`src/rtl/core/gcm_pkg.sv`:
```
`timescale 1ns / 1ps
// ----------------------------------------------------------------------------
// gcm_pkg: shared constants, types and helpers of the gradient colour map
// Table size, fixed-point widths, divide-by-span reciprocal and palette pick.
// ----------------------------------------------------------------------------
package gcm_pkg;

    // Table points and palette size
    localparam int unsigned LUT_ENTRIES = 256;
    localparam int unsigned MAX_COLORS  = 8;

    // Widths fixed by the interface
    localparam int unsigned POS_W      = 18;
    localparam int unsigned CNT_W      = 4;
    localparam int unsigned SEL_W      = 3;
    localparam int unsigned REG_W      = 48;
    localparam int unsigned CFG_IDX_W  = 3;
    localparam int unsigned CHAN_W     = 8;
    localparam int unsigned COLOR_W    = 3 * CHAN_W;
    localparam int unsigned T_W        = 17;

    // Derived from the table size
    localparam int unsigned IDX_W      = $clog2(LUT_ENTRIES);
    localparam int unsigned SPAN_INT   = LUT_ENTRIES - 1;
    localparam int unsigned P_W        = IDX_W + SEL_W;
    localparam int unsigned NUM_W      = IDX_W + CHAN_W;
    localparam int unsigned RECIP_W    = NUM_W + 1;

    localparam logic [IDX_W-1:0]   SPAN      = IDX_W'(SPAN_INT);
    localparam logic [IDX_W-1:0]   HALF_SPAN = IDX_W'(SPAN_INT / 2);
    // floor(2^NUM_W / span): the quotient estimate is at most one low
    localparam logic [RECIP_W-1:0] RECIP     = RECIP_W'((64'd1 << NUM_W) / SPAN_INT);
    localparam logic [T_W-1:0]     ONE_Q16   = T_W'(65536);

    // register indexes of the configuration port
    typedef enum logic [CFG_IDX_W-1:0] {
        REG_COLOR_COUNT = 3'd0,
        REG_COLORS_0_1  = 3'd1,
        REG_COLORS_2_3  = 3'd2,
        REG_COLORS_4_5  = 3'd3,
        REG_COLORS_6_7  = 3'd4
    } cfg_reg_t;

    typedef logic [IDX_W-1:0]   rem_t;
    typedef logic [CHAN_W-1:0]  chan_t;
    typedef logic [COLOR_W-1:0] color_t;

    // red occupies the lowest byte
    typedef struct packed {
        chan_t blue;
        chan_t green;
        chan_t red;
    } pixel_t;

    // Pick control colour k out of the four packed palette words
    function automatic color_t pick_color(input logic [4*REG_W-1:0] palette,
                                          input logic [SEL_W-1:0]   k);
        color_t c;
        unique case (k)
            3'd0:    c = palette[0*COLOR_W +: COLOR_W];
            3'd1:    c = palette[1*COLOR_W +: COLOR_W];
            3'd2:    c = palette[2*COLOR_W +: COLOR_W];
            3'd3:    c = palette[3*COLOR_W +: COLOR_W];
            3'd4:    c = palette[4*COLOR_W +: COLOR_W];
            3'd5:    c = palette[5*COLOR_W +: COLOR_W];
            3'd6:    c = palette[6*COLOR_W +: COLOR_W];
            default: c = palette[7*COLOR_W +: COLOR_W];
        endcase
        return c;
    endfunction

endpackage

```
`src/rtl/core/gcm_chan.sv`:
```
`timescale 1ns / 1ps
// ----------------------------------------------------------------------------
// gcm_chan: one colour channel blend
// Weighted sum of the two control values, then a rounded divide by the span
// done as reciprocal multiply and a single correction step (three stages).
// ----------------------------------------------------------------------------
module gcm_chan import gcm_pkg::*; (
    input  logic  aclk,
    input  logic  en,
    input  chan_t a,
    input  chan_t b,
    input  rem_t  rem,
    output chan_t q
);

    logic [NUM_W-1:0]         prod_a;
    logic [NUM_W-1:0]         prod_b;
    logic [NUM_W-1:0]         num_next;
    logic [NUM_W-1:0]         num_reg;
    logic [NUM_W+RECIP_W-1:0] qprod;
    chan_t                    qest_next;
    chan_t                    qest_reg;
    logic [NUM_W-1:0]         num2_reg;
    logic [NUM_W-1:0]         back;
    logic [NUM_W-1:0]         resid;
    chan_t                    q_next;
    chan_t                    q_reg;

    // a*(span-rem) + b*rem + span/2
    assign prod_a   = {{IDX_W{1'b0}}, a} * {{CHAN_W{1'b0}}, rem_t'(SPAN - rem)};
    assign prod_b   = {{IDX_W{1'b0}}, b} * {{CHAN_W{1'b0}}, rem};
    assign num_next = prod_a + prod_b + {{CHAN_W{1'b0}}, HALF_SPAN};

    // estimate: floor(num * recip / 2^NUM_W), never above the true quotient
    assign qprod     = {{RECIP_W{1'b0}}, num_reg} * {{NUM_W{1'b0}}, RECIP};
    assign qest_next = qprod[NUM_W +: CHAN_W];

    // bump by one where the residue still covers a whole span
    assign back   = {{IDX_W{1'b0}}, qest_reg} * {{CHAN_W{1'b0}}, SPAN};
    assign resid  = num2_reg - back;
    assign q_next = (resid >= {{CHAN_W{1'b0}}, SPAN}) ? chan_t'(qest_reg + 1'b1) : qest_reg;

    always_ff @(posedge aclk) begin
        if (en) begin
            num_reg  <= num_next;
            qest_reg <= qest_next;
            num2_reg <= num_reg;
            q_reg    <= q_next;
        end
    end

    assign q = q_reg;

endmodule

```
`src/rtl/core/gcm_skid.sv`:
```
`timescale 1ns / 1ps
// ----------------------------------------------------------------------------
// gcm_skid: output register with skid stage
// Registers the result channel and keeps upstream ready a plain flop.
// ----------------------------------------------------------------------------
module gcm_skid import gcm_pkg::*; (
    input  logic   aclk,
    input  logic   aresetn,
    input  logic   in_valid,
    output logic   in_ready,
    input  pixel_t in_data,
    output logic   out_valid,
    input  logic   out_ready,
    output pixel_t out_data
);

    logic   out_valid_reg;
    pixel_t out_data_reg;
    logic   skid_valid_reg;
    pixel_t skid_data_reg;

    always_ff @(posedge aclk) begin
        if (!aresetn) begin
            out_valid_reg  <= 1'b0;
            skid_valid_reg <= 1'b0;
        end else if (out_ready || !out_valid_reg) begin
            // output slot free: drain the skid first
            if (skid_valid_reg) begin
                out_valid_reg  <= 1'b1;
                skid_valid_reg <= 1'b0;
            end else begin
                out_valid_reg  <= in_valid;
            end
        end else if (in_valid && !skid_valid_reg) begin
            // output stalled: park the incoming transfer
            skid_valid_reg <= 1'b1;
        end
    end

    always_ff @(posedge aclk) begin
        if (out_ready || !out_valid_reg) begin
            out_data_reg <= skid_valid_reg ? skid_data_reg : in_data;
        end
        if (!skid_valid_reg) begin
            skid_data_reg <= in_data;
        end
    end

    assign in_ready  = !skid_valid_reg;
    assign out_valid = out_valid_reg;
    assign out_data  = out_data_reg;

    a_skid_needs_out: assert property (@(posedge aclk) disable iff (!aresetn)
        skid_valid_reg |-> out_valid_reg)
        else $error("skid stage holds data while output register is empty");

    a_skid_fill_on_stall: assert property (@(posedge aclk) disable iff (!aresetn)
        $rose(skid_valid_reg) |-> $past(out_valid_reg && !out_ready && in_valid))
        else $error("skid stage filled without an output stall");

    a_out_hold_on_stall: assert property (@(posedge aclk) disable iff (!aresetn)
        (out_valid_reg && !out_ready) |=> (out_valid_reg && $stable(out_data_reg)))
        else $error("stalled result changed or dropped");

endmodule

```
`src/rtl/core/gradient_color_map.sv`:
```
`timescale 1ns / 1ps
// ----------------------------------------------------------------------------
// gradient_color_map: pseudo-colour mapper for a scalar stream
// Maps a Q1.16 position onto a ramp of up to eight software-loaded colours.
// ----------------------------------------------------------------------------
// Usage:
//   Input channel s_*: one position per transfer, signed Q1.16 in s_tdata[17:0]
//   (65536 is 1.0). Negative values act as 0, values above 1.0 act as 1.0.
//   Result channel m_*: one RGB colour per input transfer, in order.
//   Configuration: cfg_we writes cfg_wdata into register cfg_index at the
//   clock edge (0 colour count, 1..4 colour pairs); other indexes are dropped.
//   Write configuration only while no transfer is in flight.
// Timing:
//   Seven pipeline stages and the output register; one transfer per cycle is
//   sustained while the receiver keeps up. Every stage is a flop stage with
//   its own valid bit.
// Reset (aresetn low, synchronous): all valid bits clear, colour count
//   returns to two, palette to black then white.
// Stall: when m_tready is low the result is held and a skid register takes
//   one more if one arrives; s_tready then drops and the whole pipeline holds in place.
// ----------------------------------------------------------------------------
module gradient_color_map import gcm_pkg::*; (
    input  logic                 aclk,
    input  logic                 aresetn,
    // configuration write port
    input  logic                 cfg_we,
    input  logic [CFG_IDX_W-1:0] cfg_index,
    input  logic [REG_W-1:0]     cfg_wdata,
    // input stream
    input  logic                 s_tvalid,
    output logic                 s_tready,
    input  logic [23:0]          s_tdata,   // [17:0] position, [23:18] zero
    // result stream
    output logic                 m_tvalid,
    input  logic                 m_tready,
    output logic [23:0]          m_tdata    // [7:0] red, [15:8] green, [23:16] blue
);

    // ------------------------------------------------------------------
    // Configuration registers
    // ------------------------------------------------------------------
    logic [CNT_W-1:0] count_reg;
    logic [REG_W-1:0] col01_reg;
    logic [REG_W-1:0] col23_reg;
    logic [REG_W-1:0] col45_reg;
    logic [REG_W-1:0] col67_reg;

    always_ff @(posedge aclk) begin
        if (!aresetn) begin
            count_reg <= CNT_W'(2);
            col01_reg <= 48'hFFFF_FF00_0000;
            col23_reg <= '0;
            col45_reg <= '0;
            col67_reg <= '0;
        end else if (cfg_we) begin
            unique case (cfg_index)
                REG_COLOR_COUNT: count_reg <= cfg_wdata[CNT_W-1:0];
                REG_COLORS_0_1:  col01_reg <= cfg_wdata;
                REG_COLORS_2_3:  col23_reg <= cfg_wdata;
                REG_COLORS_4_5:  col45_reg <= cfg_wdata;
                REG_COLORS_6_7:  col67_reg <= cfg_wdata;
                default: ;      // drop writes beyond the register list
            endcase
        end
    end

    // Colour count clamped to the palette size; zero means black output
    logic [CNT_W-1:0]     n_eff;
    logic [SEL_W-1:0]     nm1;
    logic                 black;
    logic [4*REG_W-1:0]   palette;

    assign n_eff   = (count_reg > CNT_W'(MAX_COLORS)) ? CNT_W'(MAX_COLORS) : count_reg;
    assign nm1     = (n_eff == '0) ? '0 : SEL_W'(n_eff - 1'b1);
    assign black   = (n_eff == '0);
    assign palette = {col67_reg, col45_reg, col23_reg, col01_reg};

    // ------------------------------------------------------------------
    // Pipeline control: every stage advances while the skid stage is free
    // ------------------------------------------------------------------
    logic   en;
    logic   v1_reg, v2_reg, v3_reg, v4_reg, v5_reg, v6_reg, v7_reg;
    pixel_t pix7;
    pixel_t m_pix;

    always_ff @(posedge aclk) begin
        if (!aresetn) begin
            v1_reg <= 1'b0;
            v2_reg <= 1'b0;
            v3_reg <= 1'b0;
            v4_reg <= 1'b0;
            v5_reg <= 1'b0;
            v6_reg <= 1'b0;
            v7_reg <= 1'b0;
        end else if (en) begin
            v1_reg <= s_tvalid;
            v2_reg <= v1_reg;
            v3_reg <= v2_reg;
            v4_reg <= v3_reg;
            v5_reg <= v4_reg;
            v6_reg <= v5_reg;
            v7_reg <= v6_reg;
        end
    end

    assign s_tready = en;

    // ------------------------------------------------------------------
    // Stage 1: clamp position, quantise to a table point
    // ------------------------------------------------------------------
    logic [POS_W-1:0]     pos;
    logic [T_W-1:0]       t;
    logic [T_W+IDX_W-1:0] tprod;
    logic [IDX_W-1:0]     idx1_next;
    logic [IDX_W-1:0]     idx1_reg;

    assign pos = s_tdata[POS_W-1:0];

    always_comb begin
        if (pos[POS_W-1]) begin
            t = '0;
        end else if (pos[T_W-1:0] > ONE_Q16) begin
            t = ONE_Q16;
        end else begin
            t = pos[T_W-1:0];
        end
    end

    // t * span / 65536: the divide is a shift
    assign tprod     = {{IDX_W{1'b0}}, t} * {{T_W{1'b0}}, SPAN};
    assign idx1_next = tprod[16 +: IDX_W];

    // ------------------------------------------------------------------
    // Stage 2: place the table point among the control colours
    // ------------------------------------------------------------------
    logic [P_W-1:0] p2_next;
    logic [P_W-1:0] p2_reg;

    assign p2_next = {{SEL_W{1'b0}}, idx1_reg} * {{IDX_W{1'b0}}, nm1};

    // ------------------------------------------------------------------
    // Stage 3: lower colour index = p / span, by independent compares
    // ------------------------------------------------------------------
    logic [SEL_W-1:0] lower3_next;
    logic [SEL_W-1:0] lower3_reg;
    logic [P_W-1:0]   p3_reg;

    always_comb begin
        lower3_next = '0;
        for (int k = 1; k < MAX_COLORS; k++) begin
            if (p2_reg >= P_W'(k * SPAN_INT)) begin
                lower3_next = SEL_W'(k);
            end
        end
    end

    // ------------------------------------------------------------------
    // Stage 4: remainder, upper index, fetch both control colours
    // ------------------------------------------------------------------
    logic [P_W-1:0]   base4;
    rem_t             rem4_next;
    rem_t             rem4_reg;
    logic [SEL_W-1:0] upper4;
    color_t           ca4_next, cb4_next;
    color_t           ca4_reg, cb4_reg;

    assign base4     = {{IDX_W{1'b0}}, lower3_reg} * {{SEL_W{1'b0}}, SPAN};
    assign rem4_next = rem_t'(p3_reg - base4);
    // lower never exceeds n-1, so the upper index saturates there
    assign upper4    = (lower3_reg == nm1) ? lower3_reg : SEL_W'(lower3_reg + 1'b1);
    // with no colours blend black with black, which stays black
    assign ca4_next  = black ? '0 : pick_color(palette, lower3_reg);
    assign cb4_next  = black ? '0 : pick_color(palette, upper4);

    always_ff @(posedge aclk) begin
        if (en) begin
            idx1_reg   <= idx1_next;
            p2_reg     <= p2_next;
            p3_reg     <= p2_reg;
            lower3_reg <= lower3_next;
            rem4_reg   <= rem4_next;
            ca4_reg    <= ca4_next;
            cb4_reg    <= cb4_next;
        end
    end

    // ------------------------------------------------------------------
    // Stages 5 to 7: per-channel blend and rounded divide
    // ------------------------------------------------------------------
    gcm_chan u_chan_red (
        .aclk (aclk),
        .en   (en),
        .a    (ca4_reg[16 +: CHAN_W]),
        .b    (cb4_reg[16 +: CHAN_W]),
        .rem  (rem4_reg),
        .q    (pix7.red)
    );

    gcm_chan u_chan_green (
        .aclk (aclk),
        .en   (en),
        .a    (ca4_reg[8 +: CHAN_W]),
        .b    (cb4_reg[8 +: CHAN_W]),
        .rem  (rem4_reg),
        .q    (pix7.green)
    );

    gcm_chan u_chan_blue (
        .aclk (aclk),
        .en   (en),
        .a    (ca4_reg[0 +: CHAN_W]),
        .b    (cb4_reg[0 +: CHAN_W]),
        .rem  (rem4_reg),
        .q    (pix7.blue)
    );

    // ------------------------------------------------------------------
    // Output register and skid stage
    // ------------------------------------------------------------------
    gcm_skid u_skid (
        .aclk      (aclk),
        .aresetn   (aresetn),
        .in_valid  (v7_reg),
        .in_ready  (en),
        .in_data   (pix7),
        .out_valid (m_tvalid),
        .out_ready (m_tready),
        .out_data  (m_pix)
    );

    assign m_tdata = m_pix;

    // ------------------------------------------------------------------
    // Checks
    // ------------------------------------------------------------------
    a_idx_in_table: assert property (@(posedge aclk) disable iff (!aresetn)
        v1_reg |-> (idx1_reg <= SPAN))
        else $error("table index beyond the last table point");

    a_lower_in_palette: assert property (@(posedge aclk) disable iff (!aresetn)
        v3_reg |-> (lower3_reg <= nm1))
        else $error("lower colour index beyond the colours in use");

    a_rem_below_span: assert property (@(posedge aclk) disable iff (!aresetn)
        v4_reg |-> (rem4_reg < SPAN || SPAN == '0))
        else $error("blend remainder not below the span");

endmodule
```
`config.mk`:
```
export PLATFORM = sky130hd
export DESIGN_NAME = gradient_color_map
export DESIGN_NICKNAME = d
export VERILOG_FILES = /design/src/rtl/core/gcm_pkg.sv /design/src/rtl/core/gcm_chan.sv /design/src/rtl/core/gcm_skid.sv /design/src/rtl/core/gradient_color_map.sv
export SDC_FILE = /design/constraint.sdc
export NUM_CORES = 2
export LEC_CHECK = 0
export BUFFER_PORTS_ARGS = -buffer_cell sky130_fd_sc_hd__buf_2
export CAP_MARGIN = 5
export CORE_ASPECT_RATIO = 1.4
export CORE_MARGIN = 2
export CORE_UTILIZATION = 60
export CTS_CLUSTER_SIZE = 25
export DETAILED_ROUTE_END_ITERATION = 16
export GPL_TIMING_DRIVEN = 0
export PLACE_DENSITY_LB_ADDON = 0.2
export SETUP_SLACK_MARGIN = 0.05
export SYNTH_ARGS = -nofsm -noshare
export SYNTH_HDL_FRONTEND = slang
export SYNTH_SLANG_ARGS = --single-unit
```
`constraint.sdc`:
```
create_clock -name aclk -period 8.8 [get_ports aclk]
set_input_delay 0.88 -clock aclk [delete_from_list [all_inputs] [get_ports aclk]]
set_output_delay 0.88 -clock aclk [all_outputs]
set_load 0.02 [all_outputs]
```
# Yosys cells after proc, flatten, opt, wreduce, memory -nomap -nowiden
# Cells that the tools add are included.
classes:
  bitwise_logic: 1
  n_lt_le_gt_ge: 12
  n_mul: 15
  n_eq_ne: 17
  n_mux: 18
  addsub: 16
  n_reduce_logical: 16
op_table:
  columns: ["operator", "count"]
  rows:
  - ["case mux 24 bit (7 select lines)", 2]
  - ["multiplier 8 x 8 -> 16 bit", 6]
  - ["multiplier 16 x 9 -> 24 bit, second input constant", 3]
  - ["adder 16 bit", 3]
  - ["adder 16 x 7 -> 16 bit, second input constant", 3]
  - ["greater-or-equal comparator 16 x 8 -> 1 bit, second input constant", 3]
  - ["multiplier 8 x 8 -> 16 bit, second input constant", 3]
  - ["subtractor 16 bit", 3]
  - ["2-to-1 mux 17 bit", 2]
  - ["greater-or-equal comparator 11 bit, second input constant", 3]
  - ["adder 8 x 1 -> 8 bit, second input constant", 3]
  - ["multiplier 17 x 8 -> 24 bit, second input constant", 1]
  - ["2-to-1 mux 24 bit", 1]
  - ["2-to-1 mux 8 bit", 3]
  - ["greater-or-equal comparator 11 x 10 -> 1 bit, second input constant", 2]
  - ["equality test 3 bit, second input constant", 7]
  - ["equality test 3 x 2 -> 1 bit, second input constant", 6]
  - ["greater-than comparator 17 bit, second input constant", 1]
  - ["2-to-1 mux 3 bit", 4]
  - ["greater-or-equal comparator 11 x 8 -> 1 bit, second input constant", 1]
  - ["greater-or-equal comparator 11 x 9 -> 1 bit, second input constant", 1]
  - ["multiplier 8 x 3 -> 11 bit", 1]
  - ["AND reduction 2 bit", 5]
  - ["equality test 3 x 1 -> 1 bit, second input constant", 3]
  - ["other kinds (18)", 25]
word_totals:
  wordCells: 136
  inputBits: 80
  reg_bits: 483
  out_inout_bits: 26

# Longest topological paths before layout
depth:
  word_depth: 8
  ltp_mapped: 27
  depth_no_buf: 24

# Hierarchy
# From an unflattened synthesis, not the netlist that was laid out.
unflattened:
  hier_cells: 4721
  hier_area_um2: 46422.0
modules_own_cells:
  columns: ["module", "seq_area_each_um2", "area_per_inst_um2", "n_inst", "cells_per_inst"]
  rows:
  - ["gradient_color_map", 6646.4, 17702.0, 1, 1925]
  - ["gcm_chan at u_chan_red", 1441.4, 9064.9, 1, 907]
  - ["gcm_chan at u_chan_blue", 1441.4, 9024.9, 1, 909]
  - ["gcm_chan at u_chan_green", 1441.4, 8963.6, 1, 898]
  - ["gcm_skid", 1241.2, 1666.6, 1, 82]

# Worst setup path after synthesis
# OpenSTA, ideal clock, no wires.
synth_timing:
  kind: "input to register"
  start: "input port s_tdata[6]"
  end: "register idx1_reg[7], data pin"
  path_buffers: 3
  setup_time_ns: 0.260
  required_ns: 8.540
  arrival_time_ns: 6.282
  cell_stages: 25
  slack_ns: 2.258
  cell_sequence: "clkbuf_1 > nor4_1 > nand4_1 > a21oi_1 > clkbuf_1 > clkbuf_1 > nand2_1 > inv_1 > ha_1 > xor2_1 > inv_1 > fa_1 > fa_1 > inv_1 > fa_1 > inv_1 > ha_1 > a21oi_1 > o221ai_1 > o21ai_0 > a311oi_1 > a2111o_1 > a21o_1 > a21oi_1 > xnor2_1"
synth_via:
  elab_chain_len: 4
synth_lines:
  columns: ["element", "line_no", "source"]
  rows:
  - ["start, declared", "gradient_color_map.sv:32", "input logic [23:0] s_tdata,"]
  - ["greater-than comparator 17 bit", "gradient_color_map.sv:122", "end else if (pos[T_W-1:0] > ONE_Q16) begin"]
  - ["2-to-1 mux 17 bit (*)", "gradient_color_map.sv:122", null]
  - ["2-to-1 mux 17 bit (*)", "gradient_color_map.sv:120", "if (pos[POS_W-1]) begin"]
  - ["multiplier 17 x 8 -> 24 bit (*)", "gradient_color_map.sv:130", "assign tprod = {{IDX_W{1'b0}}, t} * {{T_W{1'b0}}, SPAN};"]
  - ["net tprod[23]", "gradient_color_map.sv:113", "logic [T_W+IDX_W-1:0] tprod;"]
  - ["end signal, assigned", "gradient_color_map.sv:177", "idx1_reg <= idx1_next;"]
  - ["end, declared", "gradient_color_map.sv:115", "logic [IDX_W-1:0] idx1_reg;"]
# The timed path passes the listed nets; every way through them passes the cells marked *.
# A chain may end at the register's enable or synchronous reset.

# Worst setup path in the final report
layout_timing:
  start: "register rem4_reg[5]"
  end: "register u_chan_red.num_reg[15], data pin"
layout_via:
  elab_chain_len: 4
  elab_cells_between_ends: 5
  cone_classes: "add/sub: 3; mul: 2"
layout_lines:
  columns: ["element", "line_no", "source"]
  rows:
  - ["start, declared", "gradient_color_map.sv:162", "rem_t rem4_reg;"]
  - ["start signal, assigned", "gradient_color_map.sv:181", "rem4_reg <= rem4_next;"]
  - ["subtractor 8 bit", "gcm_chan.sv:30", "assign prod_a = {{IDX_W{1'b0}}, a} * {{CHAN_W{1'b0}}, rem_t'(SPAN - rem)};"]
  - ["multiplier 8 x 8 -> 16 bit", "gcm_chan.sv:30", null]
  - ["adder 16 bit (*)", "gcm_chan.sv:32", "assign num_next = prod_a + prod_b + {{CHAN_W{1'b0}}, HALF_SPAN};"]
  - ["adder 16 x 7 -> 16 bit (*)", "gcm_chan.sv:32", null]
  - ["net u_chan_red.num_next[15]", "gcm_chan.sv:18", "logic [NUM_W-1:0] num_next;"]
  - ["end signal, assigned", "gcm_chan.sv:45", "num_reg <= num_next;"]
  - ["end, declared", "gcm_chan.sv:19", "logic [NUM_W-1:0] num_reg;"]
# Marked as above.

==> results.md <==
- Run status: finished clean
- First-pass GRT wire length: roughly 190 mm
- Post-CTS Resized: 0
- Critical Path Source Type: flop
- Initial antenna violation count: 2
- Total grt overflow: 0
- Ports: 106
- Mapped cell area: ~44000 µm²
- Pins Over Slew Limit: 0
- Setup CP Type: reg2reg
- Tmin final: 7080 ps
- Synth Warn #: 0
- CORE AREA: between 70000 and 80000 µm²
- Maximum clock rate: 141 MHz
- Pre-CTS setup slack: 1520 ps
- Final TNS setup: 0 ps
- Clk Latency, worst-skew pair: approximately 640 ps
- Clock-pin slew on the worst setup and hold paths: 60 ps
- Hold path startpoint: p2_reg[7]
- Routed wire length: 119 mm
- First-pass DRT Iterations: 9
- Data arrival, critical path: 7420 ps
- Sequential area share after synthesis: 0.275
- Die Width: about 230 µm
- RePlAce Congestion: 1.05
- Worst slew pin tran: between 1000 and 1500 ps
- Root Driver: clkbuf_16
- Setup bufs post-CTS: 0
- R2R Path End: u_chan_red.num_reg[15]
- Max_cap viols: 0
- HP Class: reg2reg
- Area delta synth->final: 7.51%
- CP endpoint kind: flop
- Synth Area per Inst: about 9.8 µm²
- Clock skew: 39.2 ps
- Area share of the largest cell type after synthesis: 0.232
- Fin area: roughly 48000 µm²
- Initial DRC count: between 2000 and 3000
- Final setup vio count: 0
- Worst path required time: a little over 9000 ps
- Vias per cell: between 5 and 6
- Die area: approximately 76000 µm²
- CTS tree: done
- Total CTS buffers: slightly below 50
- Remaining DRCs: 0
- Area contributors post-synth: fa_1 23%, edfxtp_1 17%, ha_1 12%
- Hold Crit Depth: 0
- Async set-reset flop share out of synthesis: 0
- FF-to-FF Start: rem4_reg[5]
- Final HPWL DP: around 96 mm
- Row count: 118
- Multi-input gate area: ~29000 µm²
- Worst-path fanout max: 10
- Final nets: approximately 5700
- Top FF cell, synth: edfxtp_1
- Clk buf depth: 3
- Largest net degree at the start of global routing: between 100 and 150
- Clock Sinks: roughly 480
- FF-to-FF setup slack: 1720 ps
- Fill cell count: 6023
- H-tree Lvls: 2
- IO Port Bufs: 97
- Reg2reg path depth: 18
- Final hold violation count: 0
- GRT Total Usage: 0.322
- Vias in the first global route: about 35000
- Final period util: 0.805
- CTS Hold Bufs: 0
- Relative slew slack: 0.0540
- Wire per inst: 21.0 µm
- Die H: approximately 330 µm
- Min-Delay Endpoint: p3_reg[7]
- EDFF count, synth: around 250
- Cell count after synthesis: 4528
- Synth area leader: fa_1
- Via count: 32800
- Setup WS post-layout: roughly 1700 ps
- Syn Nets: 5561
- Share of cells above drive strength 1: 0.0587
- Antenna viol nets, final: 0
- Starting density of the core: 0.603
- Post-synthesis register bit count: ~480
- RSZ-0062 raised after global routing: no
- FF/Latch Area: 12200 µm²
- Distinct cells, synth: just over 80
- Cell area after placement: 46200 µm²
==> cell families after synthesis <==
logic type,Yosys count,share of synthesized area
buffers and inverters,988,0.0842
adder cells (fa/ha/maj),954,0.355
AND/OR/NAND/NOR,1177,0.125
AO/OA/AOI/OAI,710,0.115
flip-flops,483,0.275
XOR/XNOR,151,0.0299
multiplexers,65,0.0160
==> layout by cell type (no fill, tap or decap), drive strengths merged, types with 14 or more instances in the layout <==
cell     Yosys  final
and2        94     94
and3        14     14
nor2        81     81
a21oi      137    137
nor3        25     25
a21o        40     40
ha         438    438
clkinv       0     14
nand2      632    632
inv        808    813
o21ai       76     76
o211ai      19     19
xnor2      110    110
xor2        41     41
o21a        17     17
a22oi       35     35
a221oi      37     37
nand3       45     45
dfxtp      229    229
o2111ai     14     14
a31oi       17     17
nor2b      124    124
a222oi      53     53
nand4       16     16
mux2        49     49
buf         34    132
a21boi     171    171
mux2i       16     16
clkbuf     146    210
nand2b     109    109
fa         515    515
edfxtp     254    254
==> cell type report <==
type / instances / area share
buffer: 180 / 0.0148
inverter: 808 / 0.0636
multi-input combinational: 3057 / 0.596
clock buffer: 64 / 0.0284
timing repair buffer: 98 / 0.0107
clock inverter: 27 / 0.00544
sequential: 483 / 0.255
antenna: 1 / 0.0000524
tap: 960 / 0.0251
==> critical path: stages (launching register included) <==
cell and delay (ps):
edfxtp_1 420, clkbuf_1 780, clkbuf_1 660, nand2_1 170, fa_1 590, fa_1 430
fa_1 470, fa_1 560, fa_1 440, fa_1 490, inv_1 40, ha_1 340
a21o_1 180, a31oi_1 210, o21ai_0 180, o41ai_1 460, o21bai_1 110, a21oi_1 190
xnor2_1 100
==> synthesized netlist by cell type (109+ instances only) <==
cell      count
a21boi_0    171
a21oi_1     136
clkbuf_1    145
dfxtp_1     229
edfxtp_1    254
fa_1        515
ha_1        438
inv_1       808
nand2_1     632
nand2b_1    109
nor2b_1     124
xnor2_1     109
==> worst max-delay path by stage <==
stage	to	slack (ps)	from
final	u_chan_red.num_reg[15]	1720	rem4_reg[5]
after global placement	s_tready	30	u_skid.skid_valid_reg
after global routing	u_chan_red.num_reg[15]	1450	rem4_reg[5]
after CTS	u_chan_red.num_reg[12]	1790	rem4_reg[2]
after detailed placement	idx1_reg[4]	1520	s_tdata[0]
after floorplan	idx1_reg[7]	2260	s_tdata[6]
==> through the flow <==
| step | utilization | hold slack, ps | std cells |
|---|---|---|---|
| 2_1_floorplan | - | 417 | 4528 |
| 3_3_place_gp | 0.626 | 428 | 5585 |
| 3_5_place_dp | 0.627 | 440 | 5586 |
| 4_1_cts | 0.649 | 453 | 5677 |
| 5_1_grt | 0.649 | 459 | 5677 |
| 6_report | 0.649 | 452 | 5678 |
==> layer usage <==
metal / part of all wire / vias to the layer above / wire length [µm] / track usage
met3: 0.059 / 472 / 7020 / 0.0458
met1: 0.35 / 15900 / 41200 / 0.348
li1: - / 15100 / - / -
met2: 0.51 / 1266 / 61400 / 0.579
met5: 0 / - / 0 / 0
met4: 0.081 / 0 / 9660 / 0.215
Power is left out: the tool's default activity adds up to more than one toggle a clock period on the data nets, which glitch-free logic cannot reach.
